### src/design/jci_pkg.sv
// Shared types, constants and register codes of the joystick cursor integrator.
package jci_pkg;

  localparam int unsigned PosBitsDef    = 24;
  localparam int unsigned CurveDepthDef = 256;

  localparam logic [15:0] DeadZoneRst = 16'd6554;
  localparam logic [15:0] ExponentRst = 16'd4096;
  localparam logic [23:0] SpeedRst    = 24'd65536;
  localparam logic [23:0] ScreenRst   = 24'd65536;

  localparam int unsigned AddrW = 5;

  typedef enum logic [2:0] {
    REG_DEAD_ZONE     = 3'd0,
    REG_EXPONENT      = 3'd1,
    REG_SPEED_X       = 3'd2,
    REG_SPEED_Y       = 3'd3,
    REG_SCREEN_WIDTH  = 3'd4,
    REG_SCREEN_HEIGHT = 3'd5
  } reg_idx_e;

  typedef struct packed {
    logic [15:0] dead_zone;
    logic [15:0] exponent;
    logic [23:0] speed_x;
    logic [23:0] speed_y;
    logic [23:0] screen_width;
    logic [23:0] screen_height;
  } cfg_t;

  typedef struct packed {
    logic load;
    logic sq;
    logic root_step;
    logic ratio;
    logic div_step;
    logic log_t;
    logic lk_b;
    logic lk_c;
    logic exp_sel;
    logic calc_l;
    logic calc_e;
    logic grad;
    logic norm;
    logic vm1;
    logic vm2;
    logic vdiv_step;
    logic step;
    logic commit;
  } cmd_t;

  typedef struct packed {
    logic moved;
    logic cap;
    logic g_zero;
  } sts_t;

endpackage

### src/design/jci_ctrl.sv
// Sequencer that steps the datapath through one frame request.
module jci_ctrl (
  input  logic          clk_i,
  input  logic          rst_ni,
  input  logic          in_valid_i,
  output logic          in_ready_o,
  output logic          out_valid_o,
  input  logic          out_ready_i,
  input  jci_pkg::sts_t sts_i,
  output jci_pkg::cmd_t cmd_o
);
  import jci_pkg::*;

  typedef enum logic [16:0] {
    S_IDLE  = 17'h00001,
    S_SQ    = 17'h00002,
    S_ROOT  = 17'h00004,
    S_RATIO = 17'h00008,
    S_DIV   = 17'h00010,
    S_LOGT  = 17'h00020,
    S_LKB   = 17'h00040,
    S_LKC   = 17'h00080,
    S_LENL  = 17'h00100,
    S_EXPO  = 17'h00200,
    S_GRAD  = 17'h00400,
    S_NORM  = 17'h00800,
    S_VM1   = 17'h01000,
    S_VM2   = 17'h02000,
    S_VDIV  = 17'h04000,
    S_STEP  = 17'h08000,
    S_DONE  = 17'h10000
  } state_e;

  localparam logic [4:0] RootLast = 5'd16;
  localparam logic [4:0] DivLast  = 5'd15;
  localparam logic [4:0] VdivLast = 5'd24;

  state_e     state_q, state_d;
  logic [4:0] cnt_q, cnt_d;
  logic       exp_q, exp_d;
  logic       out_valid_q, out_valid_d;
  cmd_t       cmd;

  always_comb begin
    state_d    = state_q;
    cnt_d      = cnt_q;
    exp_d      = exp_q;
    cmd        = '0;
    in_ready_o = 1'b0;
    case (state_q)
      S_IDLE: begin
        in_ready_o = 1'b1;
        if (in_valid_i) begin
          cmd.load = 1'b1;
          state_d  = S_SQ;
        end
      end
      S_SQ: begin
        cmd.sq  = 1'b1;
        cnt_d   = RootLast;
        state_d = S_ROOT;
      end
      S_ROOT: begin
        cmd.root_step = 1'b1;
        if (cnt_q == '0) begin
          state_d = S_RATIO;
        end else begin
          cnt_d = cnt_q - 5'd1;
        end
      end
      S_RATIO: begin
        cmd.ratio = 1'b1;
        cnt_d     = DivLast;
        if (!sts_i.moved) begin
          state_d = S_DONE;
        end else if (sts_i.cap) begin
          state_d = S_VM1;
        end else begin
          state_d = S_DIV;
        end
      end
      S_DIV: begin
        cmd.div_step = 1'b1;
        if (cnt_q == '0) begin
          state_d = S_LOGT;
        end else begin
          cnt_d = cnt_q - 5'd1;
        end
      end
      S_LOGT: begin
        cmd.log_t = 1'b1;
        exp_d     = 1'b0;
        state_d   = S_LKB;
      end
      S_LKB: begin
        cmd.lk_b = 1'b1;
        state_d  = S_LKC;
      end
      S_LKC: begin
        cmd.lk_c = 1'b1;
        state_d  = exp_q ? S_NORM : S_LENL;
      end
      S_LENL: begin
        cmd.calc_l = 1'b1;
        state_d    = S_EXPO;
      end
      S_EXPO: begin
        cmd.calc_e = 1'b1;
        state_d    = S_GRAD;
      end
      S_GRAD: begin
        cmd.grad = 1'b1;
        if (sts_i.g_zero) begin
          state_d = S_VM1;
        end else begin
          exp_d   = 1'b1;
          state_d = S_LKB;
        end
      end
      S_NORM: begin
        cmd.norm = 1'b1;
        state_d  = S_VM1;
      end
      S_VM1: begin
        cmd.vm1 = 1'b1;
        state_d = S_VM2;
      end
      S_VM2: begin
        cmd.vm2 = 1'b1;
        cnt_d   = VdivLast;
        state_d = S_VDIV;
      end
      S_VDIV: begin
        cmd.vdiv_step = 1'b1;
        if (cnt_q == '0) begin
          state_d = S_STEP;
        end else begin
          cnt_d = cnt_q - 5'd1;
        end
      end
      S_STEP: begin
        cmd.step = 1'b1;
        state_d  = S_DONE;
      end
      S_DONE: begin
        if (!out_valid_q || out_ready_i) begin
          cmd.commit = 1'b1;
          state_d    = S_IDLE;
        end
      end
      default: state_d = S_IDLE;
    endcase
    cmd.exp_sel = exp_q;
  end

  assign out_valid_d = cmd.commit ? 1'b1 : (out_ready_i ? 1'b0 : out_valid_q);

  always_ff @(posedge clk_i or negedge rst_ni) begin
    if (!rst_ni) begin
      state_q     <= S_IDLE;
      cnt_q       <= '0;
      exp_q       <= 1'b0;
      out_valid_q <= 1'b0;
    end else begin
      state_q     <= state_d;
      cnt_q       <= cnt_d;
      exp_q       <= exp_d;
      out_valid_q <= out_valid_d;
    end
  end

  assign cmd_o       = cmd;
  assign out_valid_o = out_valid_q;

endmodule

### config.mk
export PLATFORM = sky130hd
export DESIGN_NAME = jci_ctrl
export DESIGN_NICKNAME = d
export VERILOG_FILES = /design/src/design/jci_pkg.sv /design/src/design/jci_ctrl.sv
export SDC_FILE = /design/constraint.sdc
export NUM_CORES = 1
export LEC_CHECK = 0
export BUFFER_PORTS_ARGS = -buffer_cell sky130_fd_sc_hd__buf_2
export CORE_AREA = 2 2 60 62
export CTS_BUF_LIST = sky130_fd_sc_hd__clkbuf_2 sky130_fd_sc_hd__clkbuf_4 sky130_fd_sc_hd__clkbuf_8
export DETAILED_ROUTE_END_ITERATION = 16
export DIE_AREA = 0 0 62 64
export HOLD_SLACK_MARGIN = 0.06
export MAX_ROUTING_LAYER = met4
export PLACE_DENSITY = 0.68
export SLEW_MARGIN = 20
export SYNTH_ARGS = -nofsm -noshare
export SYNTH_HDL_FRONTEND = slang
export SYNTH_SLANG_ARGS = --single-unit
export TNS_END_PERCENT = 1
### constraint.sdc
create_clock -name clk_i -period 4 [get_ports clk_i]
set_input_delay 0 -clock clk_i [delete_from_list [all_inputs] [get_ports clk_i]]
set_output_delay 0 -clock clk_i [all_outputs]
set_load 0.01 [all_outputs]
After elaboration in Yosys (flattened, before gate mapping)
Index checks and enable logic that the tools add are counted.
{"block": "op_classes", "add_sub_neg": 1, "multipliers": 0, "n_div": 0, "order_cmp": 0, "eq_ne": 24, "shift": 0, "mux": 36, "n_bitwise": 0, "reduce_logical": 10}
{"cell": "one-hot mux 17 bit (17 select lines)", "count": 1}
{"cell": "two-way mux 17 bit", "count": 6}
{"cell": "two-way mux 13 bit", "count": 2}
{"cell": "two-way mux 1 bit", "count": 23}
{"cell": "one-hot mux 5 bit (4 select lines)", "count": 1}
{"cell": "equality test 17 x 1 -> 1 bit, second input constant", "count": 1}
{"cell": "equality test 17 x 10 -> 1 bit, second input constant", "count": 1}
{"cell": "equality test 17 x 11 -> 1 bit, second input constant", "count": 1}
{"cell": "equality test 17 x 12 -> 1 bit, second input constant", "count": 1}
{"cell": "equality test 17 x 13 -> 1 bit, second input constant", "count": 1}
{"cell": "equality test 17 x 14 -> 1 bit, second input constant", "count": 1}
{"cell": "equality test 17 x 15 -> 1 bit, second input constant", "count": 1}
{"cell": "equality test 17 x 16 -> 1 bit, second input constant", "count": 1}
{"cell": "equality test 17 bit, second input constant", "count": 1}
{"cell": "equality test 17 x 2 -> 1 bit, second input constant", "count": 1}
{"cell": "equality test 17 x 3 -> 1 bit, second input constant", "count": 1}
{"cell": "equality test 17 x 4 -> 1 bit, second input constant", "count": 1}
{"cell": "equality test 17 x 5 -> 1 bit, second input constant", "count": 1}
{"cell": "equality test 17 x 6 -> 1 bit, second input constant", "count": 1}
{"cell": "equality test 17 x 7 -> 1 bit, second input constant", "count": 1}
{"cell": "equality test 17 x 8 -> 1 bit, second input constant", "count": 1}
{"cell": "equality test 17 x 9 -> 1 bit, second input constant", "count": 1}
{"cell": "!= test 2 bit, second input constant", "count": 7}
{"cell": "two-way mux 12 bit", "count": 1}
{"cell": "other kinds (11)", "count": 13}
{"block": "totals", "ff_bits": 24, "latch_bits": 0, "ram_bits": 0, "rom_bits": 0, "input_bits": 7, "out_inout_bits": 20, "mem_count": 0}

Logic depth before layout (Yosys ltp)
Gate-level depths: netlist (run 1).
{"block": "depth", "word_depth": 5, "depth_mapped": 8, "ltp_nobuf": 7}

Least setup slack after synthesis (run 1)
Ideal clock, no wire load.
{"block": "synth_timing", "kind": "register to register", "from": "register state_q[6]", "to": "register state_q[2]", "setup_time_ps": 65, "t_arrival_ps": 1929, "required_ps": 3935, "slack_ps": 2006, "path_stages_with_launch": 7, "period_less_slack_ps": 1994, "path_cell_list": "dfrtp_1 buf_2 nor4_4 nand4_1 or3_1 nor3b_1 a21o_1"}
{"block": "synth_between", "elab_chain_cells": 3, "word_cells_on_any_way": 24, "cone_classes": "eq/ne: 22; mux: 1; reduce/logical: 1"}
{"item": "from (decl)", "line_no": "jci_ctrl.sv:38", "source": "state_e state_q, state_d;"}
{"item": "from (signal assigned)", "line_no": "jci_ctrl.sv:165", "source": "state_q <= state_d;"}
{"item": "equality test 17 bit, or another cell as far along", "line_no": "jci_ctrl.sv:50", "source": "case (state_q)"}
{"item": "!= test 2 bit (no source line)"}
{"item": "AND reduction 5 bit (no source line)"}
Several ways; a longest one is shown, not always the timed one.
A chain may end at the register's enable or synchronous reset.

Worst setup path after layout (run 1)
{"block": "layout_timing", "from": "register state_q[11]", "to": "register state_q[4]"}
Same word-level chain as after synthesis.

==> results of run 1 <==
==> cell type report <==
| type | instances | area (um2) | share of cell area (%) |
|---|---|---|---|
| repair buffers | 33 | 200 | 11.4 |
| clock buffers | 4 | 36.3 | 2.06 |
| multi-input cells | 117 | 828 | 47.1 |
| flip-flops and latches | 24 | 602 | 34.2 |
| well taps | 46 | 57.6 | 3.27 |
| inverters | 9 | 33.8 | 1.92 |
==> where the power goes <==
part	switching (mW)	internal (mW)	total [mW]
clock	0.0772	0.0556	0.133
sequential	0.0518	0.281	0.332
combinational	0.166	0.134	0.300
==> kinds of logic after synthesis <==
family	Yosys count	synth area share, %
buffers and inverters	17	5.77
adder cells (fa/ha/maj)	2	1.65
flip-flops	24	39.7
multiplexers	3	1.98
XOR/XNOR	4	2.31
AND/OR/NAND/NOR	81	36.4
AO/OA/AOI/OAI	27	12.3
==> metrics by stage <==
| stage | power (mW) | worst slack (ps) |
|---|---|---|
| final | 0.765 | 1170 |
| after global routing | 0.823 | 1020 |
| after CTS | 0.770 | 1240 |
| after detailed placement | 0.633 | 1760 |
| after global placement | 0.621 | 1860 |
| after floorplan | 0.558 | 2010 |
==> synthesized netlist by cell type, types with 4 or more instances <==
cell      instances  area [um2]
inv_1             8        30.0
or3_1             4        25.0
a21oi_1           7        35.0
nand2b_1          7        43.8
and2_1            5        31.3
nand2_1           8        30.0
nor2_1           12        45.0
nor3_1            5        25.0
nor3b_1           4        30.0
nor2b_1           4        25.0
dfrtp_1          23         576
nand4_1           4        25.0
buf_2             4        20.0
o21ai_0           4        20.0
==> routing by layer <==
metal,up-vias,global-route usage [%]
met1,614,25.6
met2,33,29.8
li1,629,-
met3,4,3.64
met5,-,-
met4,0,7.45
==> worst paths after layout <==
kind	from	to	slack [ps]
min in group clk_i	in_valid_i	state_q[0]$_DFFE_PN1P_	390
max	state_q[11]$_DFFE_PN0P_	state_q[4]$_DFFE_PN0P_	1170
max in group asynchronous	rst_ni	state_q[0]$_DFFE_PN1P_	3450
min reg2reg	exp_q$_DFFE_PN0P_	state_q[8]$_DFFE_PN0P_	490
max reg2reg	state_q[11]$_DFFE_PN0P_	state_q[4]$_DFFE_PN0P_	1170
min	rst_ni	state_q[13]$_DFFE_PN0P_	180
==> worst max-delay path, delay by kind of cell (launching register included) <==
family                 cells  cell delay [ps]
buffers and inverters      1              550
flip-flops                 1              490
AO/OA/AOI/OAI              3              780
AND/OR/NAND/NOR            3              950
==> flip-flops by register name, indices dropped and copies added, names as in the netlist <==
| register | cells |
|---|---|
| cnt_q | 5 |
| exp_q | 1 |
| out_valid_o | 1 |
| state_q | 17 |
==> results.py, run 1 <==
metrics = {
    "global_routing": {
        "grt-ovfl-total": 0,
        "antenna_found_initial": 0,
        "grt_max_degree": 25,
        "grt_pass1_wl_um": 5690,
        "first_global_vias": 1280,
        "grt_usage_pct": 19.6,
    },
    "drt": {
        "via_count": 1280,
        "ant_nets": 0,
        "drtIter0Drc": 101,
        "topRoutingLayerUsed": "met4",
        "met1Wirelength_um": 1530,
        "wl_met2_um": 1660,
        "drtPass1Iterations": 4,
        "drt-total-wl_um": 3390,
        "drc_errors": 0,
        "post_drt_wl_per_cell_um": 14.6,
        "routed-wl-met3_um": 172,
        "via_per_inst": 5.49,
    },
    "logic_synthesis": {
        "synth_cell_types": 50,
        "async_flop_share_pct": 100,
        "yosysSeqAreaShare_pct": 39.7,
        "synth.avg_cell_area_um2": 9.61,
        "syn-num-nets": 167,
        "netlist_area_um2": 1520,
        "ys_warn_count": 0,
        "synth_edf_count": 0,
        "ys_ff_latch": 24,
        "netlist_instances": 158,
        "ys.flop_type": "dfrtp_1",
    },
    "sta": {
        "hold_violations": 0,
        "period_minus_slack_ps": 2830,
        "setup_viol": 0,
        "rsz0062_at_grt": "no",
        "max_slew_margin_pct": 55.0,
        "hold_slack_ps": 180,
        "tns_ps": 0,
        "drv_slew": 0,
        "maxClockFrequency_mhz": 354,
        "timing.final.crit_share_pct": 70.6,
        "finalClockSkew_ps": 3.97,
        "worst_slew_pin_slew_ps": 671,
    },
    "critical_path": {
        "cp.required_ps": 4260,
        "max_stage_delay_ps": 550,
        "reg2reg_depth": 7,
        "cp_slowest_cell": "dlygate4sd3_1",
        "critical_path.max_fanout": 8,
        "crit_chain": "nor4_2 > and3_1 > nand4_1 > a21oi_1 > a211o_1 > o2bb2ai_1 > dlygate4sd3_1",
        "end_kind": "flip-flop",
        "start_kind": "flip-flop",
        "worst_ep_arrival_time_ps": 3090,
        "path_class": "flip-flop to flip-flop",
    },
    "finish": {
        "post-route-util_pct": 53.5,
        "diodes": 0,
        "drive_above_1_share_pct": 22.5,
        "fin_cells": 233,
        "layout_commonest_cell": "buf_2",
        "final_area_um2": 1760,
        "syn_to_final_growth_pct": 15.8,
        "fillers": 308,
        "final_nets": 197,
        "mostFrequentLayoutCells": "buf_2 (26), dfrtp_1 (23), nor2_1 (12)",
    },
    "placement": {
        "gp_congestion": 0.860,
        "hpwl_um": 2540,
        "placed_area_um2": 1650,
        "dpl.cell_count": 222,
        "port_buffers": 26,
    },
    "flow_run": {
        "drv_cap": 0,
    },
    "clocking": {
        "postCtsHoldBufs": 7,
        "tritoncts": "yes",
        "cts.clk_slew.worst_paths_ps": 140,
        "cts_inserted_buffers": 3,
        "cts_num_sinks": 24,
        "cts_root_buf": "clkbuf_4",
        "clkLatencyLatePin_ps": 320,
        "postCtsSetupBuffers": 0,
        "cts_resized": 0,
        "clockBufferDepth": 2,
        "cts_htree_levels": 1,
    },
    "die": {
        "dieArea_um2": 3970,
        "core_area_um2": 3280,
        "die_y_um": 64,
        "die_w_um": 62,
        "initial_utilization_pct": 46.2,
        "ioPinCount": 27,
        "rows": 21,
    },
    "pwr": {
        "pwr_density_cell_nw_per_um2": 435,
        "ir_drop_uv": 151,
        "p_leak_nw": 0.890,
    },
    "hold_path": {
        "hold_class": "primary input to asynchronous set/reset pin",
    },
    "outcome": {
        "status": "completed",
    },
}
No activity file was read; power rests on OpenSTA's default activity.
==> inputs of run 2 (changes only) <==
Clock period 4 ns to 2.8 ns, I/O delays scaled along.
==> results.py, run 2 (synthesis results as in run 1) <==
metrics = {
    "pwr": {
        "pwr_density_cell_nw_per_um2": 623,
        "ir_drop_uv": 216,
        "p_leak_nw": 0.914,
        "total_power_mw": 1.12,
    },
    "sta": {
        "max_slew_margin_pct": 44.1,
        "hold_violations": 0,
        "worst_slew_pin_slew_ps": 827,
        "maxClockFrequency_mhz": 374,
        "finalClockSkew_ps": 2.76,
        "period_minus_slack_ps": 2670,
        "setup_viol": 0,
        "timing.final.crit_share_pct": 95.5,
        "drv_slew": 0,
        "hold_slack_ps": 182,
    },
    "die": {
        "initial_utilization_pct": 46.2,
        "die_w_um": 62,
        "dieArea_um2": 3970,
        "ioPinCount": 27,
        "die_y_um": 64,
        "core_area_um2": 3280,
        "rows": 21,
    },
    "critical_path": {
        "crit_chain": "nor4_4 > nand4_1 > nor4_4 > nand2_1 > o2bb2ai_1 > dlygate4sd3_1",
        "cp_slowest_cell": "nor4_4",
        "crit_end": "state_q[4]$_DFFE_PN0P_",
        "critical_path.max_fanout": 10,
        "cp_top_family": "simple AND/OR/NAND/NOR gates",
        "max_stage_delay_ps": 650,
        "path_buf_inv": 1,
        "path_class": "flip-flop to flip-flop",
        "worstSetupStartpoint": "state_q[8]$_DFFE_PN0P_",
        "end_kind": "flip-flop",
        "r2r_slack_ps": 130,
        "cp.required_ps": 3070,
        "worst_ep_arrival_time_ps": 2940,
        "cp.depth": 6,
        "reg2reg_depth": 6,
        "cp_common_cell": "nor4_4",
        "r2r_start": "state_q[8]$_DFFE_PN0P_",
        "start_kind": "flip-flop",
        "r2r_end": "state_q[4]$_DFFE_PN0P_",
    },
    "hold_path": {
        "hold_class": "primary input to asynchronous set/reset pin",
    },
    "global_routing": {
        "grt_pass1_wl_um": 5690,
        "antenna_found_initial": 0,
        "first_global_vias": 1280,
        "grt_usage_pct": 19.6,
        "grt-ovfl-total": 0,
        "grt_max_degree": 25,
    },
    "finish": {
        "multi_input_area_um2": 841,
        "final_area_um2": 1800,
        "diodes": 0,
        "layout_commonest_cell": "buf_2",
        "drive_above_1_share_pct": 24.6,
        "syn_to_final_growth_pct": 18.6,
        "fillers": 302,
        "final_nets": 201,
        "mostFrequentLayoutCells": "buf_2 (26), dfrtp_1 (23), nor2_1 (12)",
        "reg_top3": "state_q x17, cnt_q x5",
        "seqCellArea_um2": 602,
        "fin_cells": 237,
        "largest_register_ffs": 17,
        "regMostFlops": "state_q",
    },
    "clocking": {
        "clockBufferDepth": 2,
        "cts_inserted_buffers": 3,
        "clkLatencyLatePin_ps": 320,
        "tritoncts": "yes",
        "cts_root_buf": "clkbuf_4",
        "cts_htree_levels": 1,
        "cts_num_sinks": 24,
        "cts.clk_slew.worst_paths_ps": 140,
    },
    "drt": {
        "via_count": 1315,
        "drt-total-wl_um": 3510,
        "via_per_inst": 5.55,
        "post_drt_wl_per_cell_um": 14.8,
        "drtIter0Drc": 108,
        "drtPass1Iterations": 4,
        "ant_nets": 0,
        "drc_errors": 0,
    },
    "flow_run": {
        "drv_cap": 0,
    },
    "placement": {
        "placed_area_um2": 1650,
        "hpwl_um": 2540,
        "gp_congestion": 0.860,
        "dpl.cell_count": 222,
        "port_buffers": 26,
    },
    "outcome": {
        "status": "completed",
    },
}
-- run 2: area by class of cell --
type                    count  area share [%]
repair buffers             37            12.8
inverters                   9            1.88
well taps                  46            3.20
flip-flops and latches     24            33.4
multi-input cells         117            46.7
clock buffers               4            2.02
-- run 2: through the flow --
step	utilization, %	setup TNS (ps)	worst slack [ps]
2_1_floorplan	-	0	806
3_3_place_gp	50.3	0	659
3_5_place_dp	50.3	0	561
4_1_cts	53.5	0	40.9
5_1_grt	54.8	-4.93	-4.93
6_report	54.8	0	126
-- run 2: worst min path at each step --
stage           start                 endpoint  slack, ps  cells after the start
2_1_floorplan  rst_ni     cnt_q[0]$_DFFE_PN0P_       -300                      0
3_3_place_gp   rst_ni   state_q[1]$_DFFE_PN0P_         20                      1
3_5_place_dp   rst_ni  out_valid_o$_DFFE_PN0P_         30                      1
4_1_cts        rst_ni  state_q[13]$_DFFE_PN0P_        200                      2
5_1_grt        rst_ni     cnt_q[2]$_DFFE_PN0P_        220                      2
6_report       rst_ni  state_q[13]$_DFFE_PN0P_        180                      2
-- run 2: report_power, final --
part | total (mW) | switching (mW) | leakage [nW] | internal [mW]
combinational | 0.458 | 0.250 | 0.570 | 0.208
clock | 0.190 | 0.110 | 0.0210 | 0.0795
sequential | 0.475 | 0.0744 | 0.323 | 0.401
-- run 2: per-layer routing --
layer  GRT usage (%)  part of all wire, %  vias up
met4            7.45                 0.80        0
met5               -                    0        -
li1                -                    -      638
met3            3.64                  6.2        6
met1            25.6                   44      617
met2            29.8                   49       54
-- run 2: timing repair --
| item | CTS | global route |
|---|---|---|
| endpoints found under the hold margin | 32 | 0 |
| resized for setup | 0 | 2 |
| setup endpoints to repair | 0 | 1 |
| setup buffers | 0 | 4 |
| hold buffers | 7 | 0 |
==> inputs of run 3 (changes only) <==
Settings changed: REMOVE_ABC_BUFFERS from default to 1, SKIP_LAST_GASP from default to 1.
==> results.py, run 3 (synthesis results as in run 1) <==
metrics = {
    "finish": {
        "largest_register_ffs": 17,
        "drive_above_1_share_pct": 24.7,
        "multi_input_area_um2": 841,
        "fillers": 291,
        "regMostFlops": "state_q",
        "final_nets": 200,
        "seqCellArea_um2": 603,
        "syn_to_final_growth_pct": 19.3,
        "reg_top3": "state_q x17, cnt_q x5",
        "diodes": 0,
        "layout_commonest_cell": "buf_2",
        "mostFrequentLayoutCells": "buf_2 (26), dfrtp_1 (22), nor2_1 (12)",
    },
    "sta": {
        "finalClockSkew_ps": 14.7,
        "hold_slack_ps": 170,
        "drv_slew": 0,
        "maxClockFrequency_mhz": 374,
        "max_slew_margin_pct": 56.3,
        "worst_slew_pin_slew_ps": 646,
        "setup_viol": 0,
        "rsz0062_at_grt": "no",
        "timing.final.crit_share_pct": 95.6,
        "hold_violations": 0,
        "tns_ps": 0,
        "period_minus_slack_ps": 2680,
    },
    "global_routing": {
        "grt_max_degree": 25,
        "antenna_found_initial": 0,
        "first_global_vias": 1216,
        "grt_usage_pct": 18.8,
        "grt_pass1_wl_um": 5360,
        "grt-ovfl-total": 0,
    },
    "drt": {
        "drt-total-wl_um": 3340,
        "drtIter0Drc": 93,
        "ant_nets": 0,
        "post_drt_wl_per_cell_um": 14.2,
        "via_count": 1315,
        "drc_errors": 0,
        "via_per_inst": 5.57,
        "drtPass1Iterations": 5,
    },
    "die": {
        "dieArea_um2": 3970,
        "rows": 21,
        "initial_utilization_pct": 46.2,
        "ioPinCount": 27,
        "die_y_um": 64,
        "die_w_um": 62,
        "core_area_um2": 3280,
    },
    "flow_run": {
        "drv_cap": 0,
    },
    "critical_path": {
        "cp.required_ps": 3070,
        "worst_ep_arrival_time_ps": 2950,
        "end_kind": "flip-flop",
        "path_class": "flip-flop to flip-flop",
        "start_kind": "flip-flop",
        "critical_path.max_fanout": 8,
    },
    "pwr": {
        "combPwrFrac_pct": 38.1,
        "internal_power_mw": 0.750,
        "clockPowerShare_pct": 21.5,
        "p_leak_nw": 0.915,
        "ir_drop_uv": 314,
        "p_switching_mw": 0.426,
        "power.share.switching_pct": 36.2,
        "pwr_density_cell_nw_per_um2": 649,
        "p_seq_share_pct": 40.4,
    },
    "clocking": {
        "tritoncts": "yes",
        "clkLatencyLatePin_ps": 320,
        "cts_num_sinks": 24,
        "cts_inserted_buffers": 3,
        "cts_root_buf": "clkbuf_4",
        "cts_htree_levels": 1,
        "clockBufferDepth": 2,
        "cts.clk_slew.worst_paths_ps": 140,
    },
    "outcome": {
        "status": "completed",
    },
    "placement": {
        "port_buffers": 26,
        "gp_congestion": 0.904,
        "hpwl_um": 2550,
    },
    "hold_path": {
        "hold_class": "primary input to asynchronous set/reset pin",
    },
}
## run 3: layout make-up
type,count,share of cell area (%)
sequential,24,33.3
clock buffer,3,1.24
timing repair buffer,36,12.3
inverter,9,1.87
tap,46,3.18
multi-input combinational,117,46.4
clock inverter,1,1.66
## run 3: metal layers
metal | vias up | GRT usage (%) | share of wire, %
met5 | - | - | 0
met3 | 6 | 3.85 | 6.0
met1 | 621 | 23.0 | 42
met2 | 52 | 29.7 | 51
met4 | 0 | 7.45 | 1.5
li1 | 636 | - | -
## run 3: power groups by stage
stage                     combinational [mW]  sequential, mW  clock (mW)
after detailed placement               0.422           0.481           0
after floorplan                        0.319           0.465           0
final                                  0.448           0.475       0.253
after CTS                              0.430           0.474       0.262
after global placement                 0.410           0.477           0
after global routing                   0.492           0.482       0.278
## run 3: final timing paths
| path | start | to | slack, ps | cells after the start |
|---|---|---|---|---|
| min in group clk_i | in_valid_i | state_q[0]$_DFFE_PN1P_ | 400 | 3 |
| min | rst_ni | state_q[1]$_DFFE_PN0P_ | 170 | 2 |
| max reg2reg | state_q[2]$_DFFE_PN0P_ | state_q[4]$_DFFE_PN0P_ | 120 | 7 |
| max | state_q[2]$_DFFE_PN0P_ | state_q[4]$_DFFE_PN0P_ | 120 | 7 |
| min reg2reg | exp_q$_DFFE_PN0P_ | state_q[8]$_DFFE_PN0P_ | 490 | 1 |
| max in group asynchronous | rst_ni | state_q[7]$_DFFE_PN0P_ | 2250 | 2 |
## run 3: repair_timing
action                                 in CTS  in global routing
setup endpoints to repair                   0                  1
hold buffers                                7                  0
endpoints found under the hold margin      32                  0
setup buffers                               0                  3
resized for setup                           0                  3
## run 3: per-stage QoR
step | power, mW | util (%) | cells | setup WS (ps) | area (um2)
after global placement | 0.887 | 50.3 | 222 | 662 | 1650
after detailed placement | 0.904 | 50.3 | 222 | 629 | 1650
after CTS | 1.17 | 54.0 | 233 | 90.1 | 1770
after global routing | 1.25 | 55.1 | 236 | 21.8 | 1810
after floorplan | 0.784 | - | 150 | 793 | 1460
final | 1.18 | 55.1 | 236 | 124 | 1810
## run 3: critical path: stages, from the launching register on
cell and delay, ps:
dfrtp_1 500, nor4_4 380, nand4_1 220, or3b_1 440
nor2_1 150, a211o_1 250, o2bb2ai_1 130, dlygate4sd3_1 560
